<file path="src/rtl/mrf_pkg.sv">
// ----------------------------------------------------------------------------
// mrf_pkg: shared types and constants for the Muller root finder
// Micro-op encoding, datapath register names, controller/datapath structs
// and the micro-program that runs one Muller iteration.
// ----------------------------------------------------------------------------
package mrf_pkg;

  // Datapath word: 32-bit values plus headroom for the unchecked
  // intermediates (4*f2*d, -2*f2, b-D).
  localparam int WW = 36;
  typedef logic signed [WW-1:0] wide_t;

  localparam int DATA_W   = 32;
  localparam int TOL_W    = 31;
  localparam int STEP_W   = 16;
  localparam int STAT_W   = 2;
  localparam int CFG_AW   = 5;
  localparam int DIV_STEPS  = 64;
  localparam int SQRT_STEPS = 32;

  // Result status codes
  localparam logic [STAT_W-1:0] ST_CONV  = 2'd0;
  localparam logic [STAT_W-1:0] ST_LIMIT = 2'd1;
  localparam logic [STAT_W-1:0] ST_FAIL  = 2'd2;

  // Configuration register indexes
  localparam logic [2:0] CFG_C4  = 3'd0;
  localparam logic [2:0] CFG_C3  = 3'd1;
  localparam logic [2:0] CFG_C2  = 3'd2;
  localparam logic [2:0] CFG_C1  = 3'd3;
  localparam logic [2:0] CFG_C0  = 3'd4;
  localparam logic [2:0] CFG_TOL = 3'd5;
  localparam logic [2:0] CFG_MAX = 3'd6;

  typedef enum logic [3:0] {
    OP_ADD  = 4'd0,
    OP_SUB  = 4'd1,
    OP_MUL  = 4'd2,
    OP_DIV  = 4'd3,
    OP_SQRT = 4'd4,
    OP_SEL  = 4'd5,
    OP_X4   = 4'd6,
    OP_NEG2 = 4'd7,
    OP_MOV  = 4'd8
  } op_t;

  // Register file entries
  localparam logic [3:0] R_P0 = 4'd0;
  localparam logic [3:0] R_P1 = 4'd1;
  localparam logic [3:0] R_P2 = 4'd2;
  localparam logic [3:0] R_H1 = 4'd3;
  localparam logic [3:0] R_H2 = 4'd4;
  localparam logic [3:0] R_F0 = 4'd5;
  localparam logic [3:0] R_F1 = 4'd6;
  localparam logic [3:0] R_F2 = 4'd7;
  localparam logic [3:0] R_S1 = 4'd8;
  localparam logic [3:0] R_S2 = 4'd9;
  localparam logic [3:0] R_D  = 4'd10;
  localparam logic [3:0] R_B  = 4'd11;
  localparam logic [3:0] R_T  = 4'd12;
  localparam logic [3:0] R_U  = 4'd13;
  localparam logic [3:0] R_H  = 4'd14;
  localparam logic [3:0] R_PN = 4'd15;

  // Operand sources outside the register file
  localparam logic [4:0] S_C4 = 5'd16;
  localparam logic [4:0] S_C3 = 5'd17;
  localparam logic [4:0] S_C2 = 5'd18;
  localparam logic [4:0] S_C1 = 5'd19;
  localparam logic [4:0] S_C0 = 5'd20;
  localparam logic [4:0] S_IA = 5'd21;
  localparam logic [4:0] S_IB = 5'd22;
  localparam logic [4:0] S_IC = 5'd23;

  // Program counter landmarks
  localparam logic [5:0] PC_LOAD_END = 6'd2;
  localparam logic [5:0] PC_ITER     = 6'd3;
  localparam logic [5:0] PC_LAST     = 6'd49;

  typedef struct packed {
    op_t        op;
    logic [4:0] src_a;
    logic [4:0] src_b;
    logic [3:0] dst;
    logic       chk;
  } uop_t;

  typedef struct packed {
    logic start;
    uop_t uop;
  } dp_cmd_t;

  typedef struct packed {
    logic done;
    logic fault;
    logic conv;
  } dp_stat_t;

  typedef struct packed {
    logic [DATA_W-1:0] c4;
    logic [DATA_W-1:0] c3;
    logic [DATA_W-1:0] c2;
    logic [DATA_W-1:0] c1;
    logic [DATA_W-1:0] c0;
    logic [TOL_W-1:0]  tol;
  } coef_t;

  typedef struct packed {
    logic              load;
    logic [STAT_W-1:0] status;
    logic [STEP_W-1:0] steps;
  } fin_t;

  function automatic logic [4:0] rs(logic [3:0] r);
    return {1'b0, r};
  endfunction

  function automatic uop_t mk(op_t op, logic [4:0] a, logic [4:0] b, logic [3:0] d,
                              logic c);
    uop_t u;
    u.op = op;
    u.src_a = a;
    u.src_b = b;
    u.dst = d;
    u.chk = c;
    return u;
  endfunction

  // Horner evaluation of the quartic at x, result into dst
  function automatic uop_t poly_op(logic [2:0] j, logic [4:0] x, logic [3:0] dst);
    uop_t u;
    case (j)
      3'd0: u = mk(OP_MUL, S_C4, x, R_T, 1'b1);
      3'd1: u = mk(OP_ADD, rs(R_T), S_C3, R_T, 1'b1);
      3'd2: u = mk(OP_MUL, rs(R_T), x, R_T, 1'b1);
      3'd3: u = mk(OP_ADD, rs(R_T), S_C2, R_T, 1'b1);
      3'd4: u = mk(OP_MUL, rs(R_T), x, R_T, 1'b1);
      3'd5: u = mk(OP_ADD, rs(R_T), S_C1, R_T, 1'b1);
      3'd6: u = mk(OP_MUL, rs(R_T), x, R_T, 1'b1);
      default: u = mk(OP_ADD, rs(R_T), S_C0, dst, 1'b1);
    endcase
    return u;
  endfunction

  // Micro-program: load (0..2), one iteration (3..46), commit (47..49)
  function automatic uop_t ucode(logic [5:0] pc);
    logic [5:0] o0;
    logic [5:0] o1;
    logic [5:0] o2;
    uop_t u;
    o0 = pc - 6'd5;
    o1 = pc - 6'd13;
    o2 = pc - 6'd21;
    if (pc >= 6'd5 && pc <= 6'd12) begin
      u = poly_op(o0[2:0], rs(R_P0), R_F0);
    end else if (pc >= 6'd13 && pc <= 6'd20) begin
      u = poly_op(o1[2:0], rs(R_P1), R_F1);
    end else if (pc >= 6'd21 && pc <= 6'd28) begin
      u = poly_op(o2[2:0], rs(R_P2), R_F2);
    end else begin
      case (pc)
        6'd0:  u = mk(OP_MOV, S_IA, S_IA, R_P0, 1'b0);
        6'd1:  u = mk(OP_MOV, S_IB, S_IB, R_P1, 1'b0);
        6'd2:  u = mk(OP_MOV, S_IC, S_IC, R_P2, 1'b0);
        6'd3:  u = mk(OP_SUB, rs(R_P1), rs(R_P0), R_H1, 1'b1);
        6'd4:  u = mk(OP_SUB, rs(R_P2), rs(R_P1), R_H2, 1'b1);
        6'd29: u = mk(OP_SUB, rs(R_F1), rs(R_F0), R_T, 1'b1);
        6'd30: u = mk(OP_DIV, rs(R_T), rs(R_H1), R_S1, 1'b1);
        6'd31: u = mk(OP_SUB, rs(R_F2), rs(R_F1), R_T, 1'b1);
        6'd32: u = mk(OP_DIV, rs(R_T), rs(R_H2), R_S2, 1'b1);
        6'd33: u = mk(OP_SUB, rs(R_S2), rs(R_S1), R_T, 1'b1);
        6'd34: u = mk(OP_ADD, rs(R_H1), rs(R_H2), R_U, 1'b1);
        6'd35: u = mk(OP_DIV, rs(R_T), rs(R_U), R_D, 1'b1);
        6'd36: u = mk(OP_MUL, rs(R_H2), rs(R_D), R_T, 1'b1);
        6'd37: u = mk(OP_ADD, rs(R_S2), rs(R_T), R_B, 1'b1);
        6'd38: u = mk(OP_MUL, rs(R_B), rs(R_B), R_T, 1'b1);
        6'd39: u = mk(OP_MUL, rs(R_F2), rs(R_D), R_U, 1'b1);
        6'd40: u = mk(OP_X4, rs(R_U), rs(R_U), R_U, 1'b0);
        6'd41: u = mk(OP_SUB, rs(R_T), rs(R_U), R_T, 1'b1);
        6'd42: u = mk(OP_SQRT, rs(R_T), rs(R_T), R_T, 1'b1);
        6'd43: u = mk(OP_SEL, rs(R_B), rs(R_T), R_U, 1'b1);
        6'd44: u = mk(OP_NEG2, rs(R_F2), rs(R_F2), R_T, 1'b0);
        6'd45: u = mk(OP_DIV, rs(R_T), rs(R_U), R_H, 1'b1);
        6'd46: u = mk(OP_ADD, rs(R_P2), rs(R_H), R_PN, 1'b1);
        6'd47: u = mk(OP_MOV, rs(R_P1), rs(R_P1), R_P0, 1'b0);
        6'd48: u = mk(OP_MOV, rs(R_P2), rs(R_P2), R_P1, 1'b0);
        default: u = mk(OP_MOV, rs(R_PN), rs(R_PN), R_P2, 1'b0);
      endcase
    end
    return u;
  endfunction

endpackage

</file>
<file path="src/rtl/mrf_regs.sv">
// ----------------------------------------------------------------------------
// mrf_regs: configuration registers
// APB-style register bank for the coefficients, tolerance and step limit.
// ----------------------------------------------------------------------------
module mrf_regs #(
  parameter logic [31:0] RST_C4  = 32'h0100_0000,
  parameter logic [31:0] RST_C3  = 32'hFD00_0000,
  parameter logic [31:0] RST_ONE = 32'h0100_0000,
  parameter logic [30:0] RST_TOL = 31'd17
) (
  input  logic                          clk,
  input  logic                          rst_n,
  input  logic                          psel,
  input  logic                          penable,
  input  logic                          pwrite,
  input  logic [mrf_pkg::CFG_AW-1:0]    paddr,
  input  logic [31:0]                   pwdata,
  output logic [31:0]                   prdata,
  output logic                          pready,
  output mrf_pkg::coef_t                coef,
  output logic [mrf_pkg::STEP_W-1:0]    max_steps
);
  import mrf_pkg::*;

  coef_t             coef_r;
  logic [STEP_W-1:0] max_r;
  logic [2:0]        idx;
  logic              wr;

  assign idx    = paddr[4:2];
  assign wr     = psel && penable && pwrite;
  assign pready = 1'b1;

  // Write on the access phase of a transfer
  always_ff @(posedge clk) begin
    if (!rst_n) begin
      coef_r.c4  <= RST_C4;
      coef_r.c3  <= RST_C3;
      coef_r.c2  <= RST_ONE;
      coef_r.c1  <= RST_ONE;
      coef_r.c0  <= RST_ONE;
      coef_r.tol <= RST_TOL;
      max_r      <= 16'd9997;
    end else if (wr) begin
      case (idx)
        CFG_C4:  coef_r.c4  <= pwdata;
        CFG_C3:  coef_r.c3  <= pwdata;
        CFG_C2:  coef_r.c2  <= pwdata;
        CFG_C1:  coef_r.c1  <= pwdata;
        CFG_C0:  coef_r.c0  <= pwdata;
        CFG_TOL: coef_r.tol <= pwdata[TOL_W-1:0];
        CFG_MAX: max_r      <= pwdata[STEP_W-1:0];
        default: ;
      endcase
    end
  end

  // Read back
  always_comb begin
    case (idx)
      CFG_C4:  prdata = coef_r.c4;
      CFG_C3:  prdata = coef_r.c3;
      CFG_C2:  prdata = coef_r.c2;
      CFG_C1:  prdata = coef_r.c1;
      CFG_C0:  prdata = coef_r.c0;
      CFG_TOL: prdata = {1'b0, coef_r.tol};
      CFG_MAX: prdata = {16'd0, max_r};
      default: prdata = '0;
    endcase
  end

  assign coef      = coef_r;
  assign max_steps = max_r;
endmodule

</file>
<file path="config.mk">
export PLATFORM = sky130hd
export DESIGN_NAME = mrf_regs
export DESIGN_NICKNAME = d
export VERILOG_FILES = /design/src/rtl/mrf_pkg.sv /design/src/rtl/mrf_regs.sv
export SDC_FILE = /design/constraint.sdc
export NUM_CORES = 1
export LEC_CHECK = 0
export BUFFER_PORTS_ARGS = -buffer_cell sky130_fd_sc_hd__buf_4
export CAP_MARGIN = 20
export CORE_MARGIN = 3
export CORE_UTILIZATION = 56
export DETAILED_ROUTE_END_ITERATION = 16
export PLACE_DENSITY_LB_ADDON = 0.05
export REMOVE_ABC_BUFFERS = 1
export SYNTH_ARGS = -nofsm -noshare
export SYNTH_HDL_FRONTEND = slang
export SYNTH_SLANG_ARGS = --single-unit
</file>
<file path="constraint.sdc">
create_clock -name clk -period 2.8 [get_ports clk]
set_input_delay 0.14 -clock clk [delete_from_list [all_inputs] [get_ports clk]]
set_output_delay 0.14 -clock clk [all_outputs]
set_load 0.03 [all_outputs]
</file>
**Word level (Yosys, flattened, before mapping)**

Index checks and enable logic that the tools add are counted.

- Input bits: 42
- Logic and storage cells: 24
- Memory bits (read-only): 0
- Latch bits: 0
- Register bits after elaboration: 207
- Memories kept: 0
- Output and inout bits: 240
- RAM bits: 0

- Div/mod/pow operators: 0
- Magnitude comparators: 0
- Mux-type cells: 1
- Bitwise gates (word level): 0
- Eq/ne operators: 6
- $add $sub $neg: 0
- Multiply operators: 0
- Shift operators: 0
- Reductions and logical operators: 10

Operators with widths:

| operator | count |
|---|---|
| $pmux 32 s7 | 1 |
| $reduce_and 2->1 | 7 |
| $eq 3x3->1 const B | 3 |
| $eq 3x2->1 const B | 2 |
| $eq 3x1->1 const B | 1 |
| $logic_not 3->1 | 1 |
| $logic_and 1x1->1 | 2 |

**Longest topological paths before layout**

Gate-level depths: netlist of the first run.

- Depth after elaboration: 3
- Mapped depth: 7
- Gate-level depth less buffers: 3

**Worst setup path after synthesis of the first run**

No wires, ideal clock.

- Path kind: input to output
- Start point: in paddr[3] (netlist name)
- End point: out prdata[11]
- Data arrival time: 1.736 ns
- Stages on the path: 6
- Required time: 2.660 ns
- Path buffers: 3
- Slack: 0.924 ns
- Path through: buf_4 nand2b_1 buf_2 buf_6 o221a_2 a221oi_1

- Cells in the longest elaborated chain, start to end: 2
- Elaborated cells on any way between the ends: 8
- Classes of those cells: eq/ne: 6; mux: 1; reduce/logical: 1

RTL lines:

| what | line | source |
|---|---|---|
| start: declaration | mrf_regs.sv:16 | `input logic [mrf_pkg::CFG_AW-1:0] paddr,` |
| $eq 3x3->1, or another cell as far along | mrf_regs.sv:60 | `case (idx)` |
| $pmux 32 s7 * | mrf_regs.sv:60 |  |
| end: declaration | mrf_regs.sv:18 | `output logic [31:0] prdata,` |

Mark *: on every way between the ends. The rest lies on a longest branch, timed or not.

**Worst setup path in the final report of the first run**

- Start point: in paddr[4] (netlist name)
- End point: out prdata[21]

The elaborated chain is that of the path after synthesis.

==> impl_metrics.py, run 1 <==
metrics = {
    "synthesis": {
        "yosys_register_bits": 207,
        "syn_area_per_cell_um2": 9.83,
        "yosysMostFrequentCell": "mux2i_1",
        "seq_area_frac_synth_pct": 44.5,
        "netlist_area_mm2": 0.00931,
        "async_flop_share_pct": 0,
        "synth_top_area_share_pct": 44.5,
        "synth_common_cells": "mux2i_1, nand2_1, dfxtp_1, clkbuf_1, inv_1",
        "synth_warnings": 0,
        "synthTopCellsByArea": "dfxtp_1, mux2i_1, nand2_1",
        "synth_top_cell_by_area": "dfxtp_1",
        "postSynthCellCount": 947,
        "synth_flop_cell": "dfxtp_1",
        "synth_edf_count": 0,
        "ys_types": 39,
    },
    "clocking": {
        "postCtsSetupBuffers": 0,
        "root_buffer": "clkbuf_16",
        "htreeDepth": 1,
        "clk-insertion-delay-late_ps": 490,
        "numClockSinks": 207,
        "cts_buffer_depth": 3,
        "cts_tree": "built",
        "cts_made_buffers": 21,
        "path_clk_slew_ps": 60,
    },
    "setup_path": {
        "end_kind": "output pin",
        "cpPeakStageDelay_ps": 890,
        "critPathSlowestCell": "nor3b_1",
        "worst_r2r_path_depth": 2,
        "cp.depth": 6,
        "crit_top_cell": "buf_4",
        "worstPathRequired_ps": 2660,
        "cp_cell_sequence": "buf_4 > buf_4 > nor3b_1 > nand2_1 > o211ai_1 > buf_4",
        "critical_path_class": "primary input to output pin",
        "critPathBufInv": 3,
        "worstPathArrival_ps": 2020,
        "cp_top_family": "simple AND/OR/NAND/NOR gates",
        "critPathLaunchType": "primary input",
        "crit_fanout": 18,
    },
    "placed_design": {
        "placed_cell_area_mm2": 0.0116,
        "dp_hpwl_mm": 19.0,
        "gp_congestion": 0.805,
        "io_buffers": 278,
    },
    "grt": {
        "grt_max_degree": 70,
        "antenna_found_initial": 0,
        "grt_pass1_wl_mm": 42.9,
        "grt_usage_pct": 29.4,
        "grt-ovfl-total": 0,
        "first_global_vias": 7693,
    },
    "timing": {
        "maxSlewViolCount": 0,
        "min_period_over_period_pct": 77.2,
        "worst_pin_slew_ps": 1070,
        "max_freq_mhz": 463,
        "rsz0062_at_grt": "false",
        "fin_crit_ps": 2160,
        "maxSlewHeadroom_pct": 28.7,
        "fin_skew_ps": 0,
        "finalHoldViolations": 0,
        "hold_ws_ps": 13.8,
        "setup-violations-final": 0,
    },
    "drt": {
        "routed_wl_mm": 28.3,
        "wire_per_inst_um": 19.7,
        "drtPass1Iterations": 5,
        "drc": 0,
        "num_vias": 8132,
        "ant_nets": 0,
        "drt_first_iter_violations": 478,
        "via_per_inst": 5.64,
    },
    "die": {
        "die_w_um": 135,
        "die-area_mm2": 0.0182,
        "core-area_mm2": 0.0161,
        "fp-row-count": 46,
        "die_y_um": 135,
        "io_pins": 282,
        "initial_core_util_pct": 58.0,
    },
    "worst_hold_path": {
        "hold_path_class": "primary input to flop",
        "hold_depth": 3,
    },
    "layout": {
        "syn2layout_area_growth_pct": 33.0,
        "n_antenna_cell": 0,
        "final_nets": 1254,
        "postLayoutCellArea_mm2": 0.0124,
        "drive_gt1_share_pct": 31.1,
    },
    "power": {
        "leakagePower_nw": 5.61,
        "p_per_area_mw_per_mm2": 521,
        "peakVddDrop_mv": 0.378,
    },
    "run_status": {
        "status": "completed",
    },
    "job": {
        "max_cap_viol_count": 0,
    },
}
## final timing paths
check / startpoint / to / slack, ps
setup / recovery: paddr[4] / prdata[21] / 640
hold / removal: pwdata[28] / coef[155] / 10
setup reg to reg: coef[154] / coef[154] / 2040
hold reg to reg: coef[176] / coef[176] / 470
## final cells by class
class                   instances  area, µm²
fillers                      1175       3680
flip-flops and latches        207       4140
inverters                      25       93.8
repair buffers                322       2530
multi-input cells             635       4650
clock buffers                  26        564
clock inverters                11        133
well taps                     216        270
## registers in the layout, summed over array words and instances, names as in the netlist
| register | count |
|---|---|
| max_steps | 16 |
| coef | 191 |
## metrics by stage
stage	std cells	setup TNS [ps]	setup WS [ps]	power (W)	util, %
after global routing	1442	0	572	0.00663	77.1
after floorplan	867	-265	-8.55	0.00331	-
final	1442	0	638	0.00645	77.1
after global placement	1392	0	717	0.00362	71.9
after detailed placement	1392	0	685	0.00362	71.9
after CTS	1442	0	713	0.00646	77.1
## cells in the final DEF (no fill, tap or decap), types with 6 or more instances in the layout
master / netlist / routed
clkinv_2: 0 / 7
inv_1: 25 / 25
a221oi_1: 11 / 11
o221a_2: 11 / 11
nor2b_1: 7 / 6
buf_12: 0 / 6
o211ai_1: 18 / 18
buf_4: 18 / 302
mux2i_1: 259 / 259
dlygate4sd3_1: 0 / 13
nand2_1: 230 / 230
o21ai_0: 23 / 23
dfxtp_1: 207 / 207
o311ai_0: 9 / 9
clkbuf_16: 0 / 21
mux2_2: 15 / 15
## routing by layer
| layer | up-vias | wire, µm | GRT usage [%] |
|---|---|---|---|
| met1 | 3919 | 11400 | 37.4 |
| met4 | 0 | 678 | 9.05 |
| li1 | 3825 | - | - |
| met3 | 49 | 2610 | 7.56 |
| met2 | 339 | 13700 | 49.1 |
| met5 | - | 0 | 0 |
## repair_timing
action | 4_1_cts | 5_1_grt
hold buffers | 13 | 0
gates resized for setup | 0 | 0
hold endpoints to repair | 16 | 0
## kinds of logic (layout without fill, tap and decap cells)
| kind of cell | Yosys count | count (layout) | synth area share (%) |
|---|---|---|---|
| mux | 274 | 274 | 29.7 |
| other cells | 1 | 1 | 0.0403 |
| flops | 207 | 207 | 44.5 |
| buf+inv | 105 | 384 | 5.81 |
| simple gates | 260 | 260 | 11.5 |
| compound gates | 100 | 100 | 8.43 |
## tightest hold or removal path: cells and delay by family
family	cells	cell delay, ps
buffers and inverters	2	170
AO/OA/AOI/OAI	1	120
## report_power, final
part	total [W]	internal [W]	switching (W)	leakage [nW]
combinational	0.000591	0.000220	0.000371	3.59
clock	0.00287	0.00171	0.00116	0.347
sequential	0.00299	0.00297	0.0000202	1.67
No activity file was read; power rests on OpenSTA's default activity.
==> run 2, diff against run 1 <==
--- a/config.mk
+++ b/config.mk
@@ -5,10 +5,11 @@
 export SDC_FILE = /design/constraint.sdc
 export NUM_CORES = 1
 export LEC_CHECK = 0
+export ABC_AREA = 1
 export BUFFER_PORTS_ARGS = -buffer_cell sky130_fd_sc_hd__buf_4
 export CAP_MARGIN = 20
 export CORE_MARGIN = 3
-export CORE_UTILIZATION = 56
+export CORE_UTILIZATION = 53
 export DETAILED_ROUTE_END_ITERATION = 16
 export PLACE_DENSITY_LB_ADDON = 0.05
 export REMOVE_ABC_BUFFERS = 1
==> constraint.sdc (replaced) <==
create_clock -name clk -period 2.05 [get_ports clk]
set_input_delay 0.1025 -clock clk [delete_from_list [all_inputs] [get_ports clk]]
set_output_delay 0.1025 -clock clk [all_outputs]
set_load 0.03 [all_outputs]
==> run 2 against run 1 <==
Effect of this change:
- the flow now finishes with violations (hold timing)
- final area up 8.2%
- sequential power up 38%
- synthesized cell count up 70%
- critical path depth up 2
- die area up 13%
- combinational power up 83%
- critical endpoint is now prdata[6]
- largest cell class unchanged
==> impl_metrics.py, run 2 <==
metrics = {
    "run_status": {
        "status": "complete, but fails checks",
        "violations": "hold timing",
    },
    "drt": {
        "wire_per_inst_um": 17.0,
        "drc": 0,
        "ant_nets": 0,
        "routed_wl_mm": 35.8,
        "via_per_inst": 5.45,
        "drtPass1Iterations": 5,
        "drt_first_iter_violations": 969,
        "num_vias": 11500,
    },
    "timing": {
        "finalHoldViolations": 1,
        "setup_slack_ps": 84.1,
        "setup_tns_ps": 0,
        "min_period_over_period_pct": 95.9,
        "hold_ws_ps": -1.08,
        "fin_skew_ps": 0,
        "setup-violations-final": 0,
        "rsz0062_at_grt": "false",
        "worst_pin_slew_ps": 979,
        "max_freq_mhz": 509,
        "maxSlewViolCount": 0,
        "fin_crit_ps": 1970,
        "maxSlewHeadroom_pct": 34.7,
    },
    "synthesis": {
        "synth_flop_cell": "dfxtp_1",
        "synth_common_cells": "nand2_1, nor2_1, dfxtp_1, nand3_1, nand4_1",
        "synth_warnings": 0,
        "synth_top_cell_by_area": "dfxtp_1",
        "async_flop_share_pct": 0,
        "seq_area_frac_synth_pct": 41.3,
        "synth-simple-area-share_pct": 49.9,
        "yosys_register_bits": 207,
        "postSynthCellCount": 1612,
        "synth_edf_count": 0,
        "synth-xor-area-share_pct": 0,
        "synthTopCellsByArea": "dfxtp_1, nand2_1, nor2_1",
        "syn_area_per_cell_um2": 6.22,
        "synth_compound_area_share_pct": 0.649,
        "ys_types": 17,
        "muxShareOfSynthArea_pct": 0,
        "yosys.area_share.adder_pct": 0,
        "yosysMostFrequentCell": "nand2_1",
        "synth_top_area_share_pct": 41.3,
        "synth_top_family_by_area": "simple AND/OR/NAND/NOR gates",
        "netlist_area_mm2": 0.0100,
    },
    "clocking": {
        "clk-insertion-delay-late_ps": 500,
        "root_buffer": "clkbuf_16",
        "numClockSinks": 207,
        "htreeDepth": 1,
        "cts_tree": "built",
        "cts_made_buffers": 23,
        "postCtsSetupBuffers": 0,
        "path_clk_slew_ps": 60,
        "cts.repair.resized": 0,
        "cts_buffer_depth": 3,
    },
    "setup_path": {
        "critPathLaunchType": "primary input",
        "r2r_slack_ps": 1360,
        "worstPathRequired_ps": 1950,
        "worst_r2r_path_depth": 2,
        "critical_path_class": "primary input to output pin",
        "crit_fanout": 56,
        "worstPathArrival_ps": 1860,
        "r2r_start": "coef[119]",
        "end_kind": "output pin",
        "rr_endpoint": "coef[119]",
    },
    "placed_design": {
        "io_buffers": 278,
        "dp_hpwl_mm": 23.4,
        "post-place-ws_ps": 80.8,
        "gp_congestion": 0.842,
    },
    "grt": {
        "grt_usage_pct": 33.4,
        "antenna_found_initial": 0,
        "first_global_vias": 10615,
        "grt_max_degree": 60,
        "grt-ovfl-total": 0,
        "grt_pass1_wl_mm": 55.5,
    },
    "layout": {
        "final_nets": 1908,
        "n_antenna_cell": 0,
        "drive_gt1_share_pct": 20.3,
        "largest_reg_flops": 191,
        "final_cell_mix": "nand2_1, nor2_1, buf_4",
        "layout_commonest_cell": "nand2_1",
        "syn2layout_area_growth_pct": 33.5,
        "n_fill_cell": 1572,
    },
    "die": {
        "core-area_mm2": 0.0183,
        "die-area_mm2": 0.0206,
        "die_w_um": 144,
        "io_pins": 282,
        "initial_core_util_pct": 54.9,
        "die_y_um": 144,
        "fp-row-count": 49,
    },
    "power": {
        "p_sw_w": 0.00245,
        "p_per_area_mw_per_mm2": 697,
        "sw_frac_of_total_pct": 26.2,
        "power.share.sequential_pct": 44.2,
        "peakVddDrop_mv": 0.634,
        "clkPwrFrac_pct": 44.3,
        "leakagePower_nw": 6.47,
        "power_w": 0.00933,
        "p_int_w": 0.00689,
        "p_comb_share_pct": 11.6,
    },
    "job": {
        "max_cap_viol_count": 0,
    },
    "worst_hold_path": {
        "hold_path_class": "primary input to flop",
        "whs_endpoint": "coef[86]",
        "min_from": "pwdata[23]",
        "hold_depth": 5,
    },
}
==> run 2: cell count changes after synthesis, moves of 18 or more <==
cell / previous run / this run
nand3_1: 5 / 207
inv_1: 25 / 64
buf_2: 15 / 51
o211ai_1: 18 / 0
nor2_1: 2 / 444
mux2i_1: 259 / 0
nand2_1: 230 / 470
nand4_1: 0 / 74
==> run 2: kinds of logic (layout without fill, tap and decap cells) <==
logic type,Yosys count,after routing
buffers and inverters,188,456
flip-flops,207,207
AND/OR/NAND/NOR,1203,1203
AO/OA/AOI/OAI,13,13
other,1,1
==> run 2: metrics by stage <==
stage          instances  hold slack [ps]  utilization [%]  area, µm²
2_1_floorplan       1491              187                -       9470
3_3_place_gp        2047              327             67.9      12400
3_5_place_dp        2047              331             67.9      12400
4_1_cts             2109             1.18             73.3      13400
5_1_grt             2109             24.4             73.3      13400
6_report            2109            -1.08             73.3      13400
==> run 2: per-layer routing <==
layer | GRT usage, % | vias up | share of wire, %
met5 | 0 | - | 0
met2 | 56.1 | 587 | 47
met4 | 13.1 | 0 | 3.2
met3 | 7.55 | 86 | 11
li1 | - | 5581 | -
met1 | 41.9 | 5246 | 39
==> run 2: what timing repair did <==
action                                  4_1_cts  5_1_grt
hold endpoints to repair                     53        0
endpoints found under the setup margin        0        0
hold buffers                                 23        0
==> run 2: worst max-delay path, cell delays in order <==
cell and delay, ps:
buf_4 110, buf_4 380, buf_4 640, nand4_1 180, nand2_1 110, nor2_1 50
nand2_1 90, buf_4 170
==> run 2: layout make-up <==
cell class              instances  area [µm²]  area share, %
multi-input cells            1217        5130           38.3
flip-flops and latches        207        4140           30.9
repair buffers                350        2830           21.1
clock buffers                  33         693           5.17
well taps                     229         287           2.14
inverters                      67         254           1.90
clock inverters                 6        61.3          0.458
==> run 2: worst max-delay path by stage <==
| stage | end | slack, ps | start |
|---|---|---|---|
| 2_1_floorplan | coef[183] | -1540 | paddr[2] |
| 6_report | prdata[6] | 80 | paddr[4] |
| 4_1_cts | prdata[6] | 110 | paddr[4] |
| 3_5_place_dp | coef[93] | 80 | paddr[4] |
| 5_1_grt | prdata[12] | 20 | paddr[4] |
| 3_3_place_gp | prdata[6] | 170 | paddr[4] |
==> run 2: power by group through the flow <==
stage,Combinational [W],Sequential [W],Clock (W)
6_report,0.00108,0.00412,0.00413
5_1_grt,0.00116,0.00412,0.00430
4_1_cts,0.00106,0.00412,0.00415
3_5_place_dp,0.00103,0.00421,0
3_3_place_gp,0.00101,0.00421,0
2_1_floorplan,0.000398,0.00430,0
==> run 3, diff against run 2 <==
--- a/config.mk
+++ b/config.mk
@@ -9,7 +9,7 @@
 export BUFFER_PORTS_ARGS = -buffer_cell sky130_fd_sc_hd__buf_4
 export CAP_MARGIN = 20
 export CORE_MARGIN = 3
-export CORE_UTILIZATION = 53
+export CORE_UTILIZATION = 30
 export DETAILED_ROUTE_END_ITERATION = 16
 export PLACE_DENSITY_LB_ADDON = 0.05
 export REMOVE_ABC_BUFFERS = 1
==> run 3 against run 2 <==
Effect of this change:
- the run now ends clean
- die area is 73% higher
- final area up 3.3%
- via count shrank 4.0%
- core utilization shrank 31 points
- hold slack better by 20 ps
- critical path depth down 1
- highest routed layer is now met5
- fmax rose by 15%
- combinational power increased by 5%
- total power is 1.8% higher
- largest cell class unchanged
- wire length rose by 17%
- clock power up 3%
==> impl_metrics.py, run 3 (same netlist as run 2, synthesis figures left out) <==
metrics = {
    "run_status": {
        "status": "completed",
    },
    "clocking": {
        "cts_tree": "built",
        "postCtsSetupBuffers": 0,
        "cts_made_buffers": 25,
        "path_clk_slew_ps": 60,
        "root_buffer": "clkbuf_16",
        "clk-insertion-delay-late_ps": 510,
        "cts_buffer_depth": 3,
        "cts.repair.resized": 0,
        "numClockSinks": 207,
        "htreeDepth": 1,
    },
    "layout": {
        "layout_commonest_cell": "nand2_1",
        "final_nets": 1925,
        "final_cell_mix": "nand2_1, nor2_1, buf_4",
        "drive_gt1_share_pct": 20.5,
        "fin_cells": 2343,
        "largest_reg_flops": 191,
        "syn2layout_area_growth_pct": 37.9,
        "postLayoutCellArea_mm2": 0.0138,
        "fin_util_pct": 42.2,
        "n_antenna_cell": 0,
    },
    "timing": {
        "min_period_over_period_pct": 83.4,
        "rsz0062_at_grt": "false",
        "setup_slack_ps": 341,
        "max_freq_mhz": 585,
        "finalHoldViolations": 0,
        "maxSlewViolCount": 0,
        "fin_skew_ps": 0,
        "maxSlewHeadroom_pct": 64.7,
        "fin_crit_ps": 1710,
        "worst_pin_slew_ps": 529,
        "setup-violations-final": 0,
    },
    "die": {
        "die-area_mm2": 0.0357,
        "fp-row-count": 66,
        "core-area_mm2": 0.0328,
        "die_w_um": 189,
        "initial_core_util_pct": 30.6,
        "die_y_um": 189,
        "io_pins": 282,
    },
    "grt": {
        "grt_use_met3_pct": 5.13,
        "antenna_found_initial": 1,
        "grt-ovfl-total": 0,
        "grt_pass1_wl_mm": 64.5,
        "grt_max_degree": 72,
        "first_global_vias": 10527,
        "grt_use_met1_pct": 30.5,
        "met2_usage_pct": 38.5,
        "top_usage_layer": "met2",
        "grt_usage_pct": 23.0,
    },
    "setup_path": {
        "critPathLaunchType": "primary input",
        "critical_path_class": "primary input to flop",
        "worstPathRequired_ps": 2450,
        "end_kind": "flop",
        "r2r_slack_ps": 910,
        "crit_fanout": 10,
        "worstPathArrival_ps": 2110,
    },
    "drt": {
        "num_vias": 11035,
        "wire_per_inst_um": 17.9,
        "via_per_inst": 4.71,
        "drtPass1Iterations": 5,
        "drc": 0,
        "drt_first_iter_violations": 725,
        "ant_nets": 0,
        "routed_wl_mm": 42.0,
    },
    "placed_design": {
        "io_buffers": 278,
        "dp_hpwl_mm": 27.4,
        "dp.cells": 2268,
        "placed_cell_area_mm2": 0.0128,
        "post-place-ws_ps": 312,
        "gp_congestion": 0.769,
    },
    "power": {
        "peakVddDrop_mv": 0.568,
        "p_per_area_mw_per_mm2": 687,
        "leakagePower_nw": 6.55,
    },
    "job": {
        "max_cap_viol_count": 0,
    },
    "worst_hold_path": {
        "hold_path_class": "primary input to flop",
    },
}
run 3: cell count changes in the layout (fill, tap and decap cells not counted):
| cell | previous run | this run |
|---|---|---|
| buf_4 | 315 | 322 |
| clkbuf_1 | 2 | 9 |
| dlygate4sd3_1 | 23 | 30 |
| clkbuf_16 | 23 | 25 |
| buf_12 | 11 | 12 |
| bufinv_16 | 1 | 0 |
| clkbuf_8 | 8 | 7 |
| clkinv_2 | 3 | 4 |
| clkinvlp_4 | 1 | 0 |
| inv_6 | 1 | 0 |
| nor2_2 | 2 | 1 |
| nor2_4 | 11 | 12 |
run 3: metal layers:
layer | share of wire (%) | vias to the layer above
li1 | - | 5621
met1 | 45 | 5045
met2 | 46 | 313
met3 | 6.9 | 54
met4 | 1.9 | 2
met5 | 0.031 | -
run 3: repair_timing:
item / 4_1_cts / 5_1_grt
hold endpoints to repair: 107 / 0
hold buffers: 30 / 0
endpoints found under the setup margin: 0 / 0
run 3: per-stage QoR:
step                hold WS [ps]  power [W]  setup TNS [ps]
finish                      19.1    0.00950               0
detailed placement           330    0.00530               0
global placement             325    0.00530               0
global route                24.4    0.00987               0
CTS                       0.0808    0.00960               0
floorplan                    187    0.00470         -162860
run 3: power breakdown:
group	switching, W	total (W)	internal, W
Combinational	0.000765	0.00113	0.000363
Clock	0.00176	0.00425	0.00250
Sequential	0.0000463	0.00412	0.00408
Total	0.00257	0.00950	0.00693
run 3: worst paths after layout:
path,cells past startpoint,from,to
worst min register to register,2,coef[157],coef[157]
worst max-delay path,7,paddr[4],coef[156]
worst min-delay path,5,pwdata[14],coef[77]
worst max register to register,3,coef[156],coef[156]
run 3: final cells by class:
class | instances | area [µm²]
clock buffer | 41 | 756
sequential | 207 | 4140
inverter | 67 | 254
timing repair buffer | 365 | 2970
tap | 442 | 553
clock inverter | 4 | 20.0
fill | 3565 | 19000
multi-input combinational | 1217 | 5130
run 3: critical path, cell delays in order:
cell,delay [ps]
buf_4,180
buf_4,200
nor2_4,390
nand2_1,420
nand2_1,150
nand3_1,70
dlygate4sd3_1,570
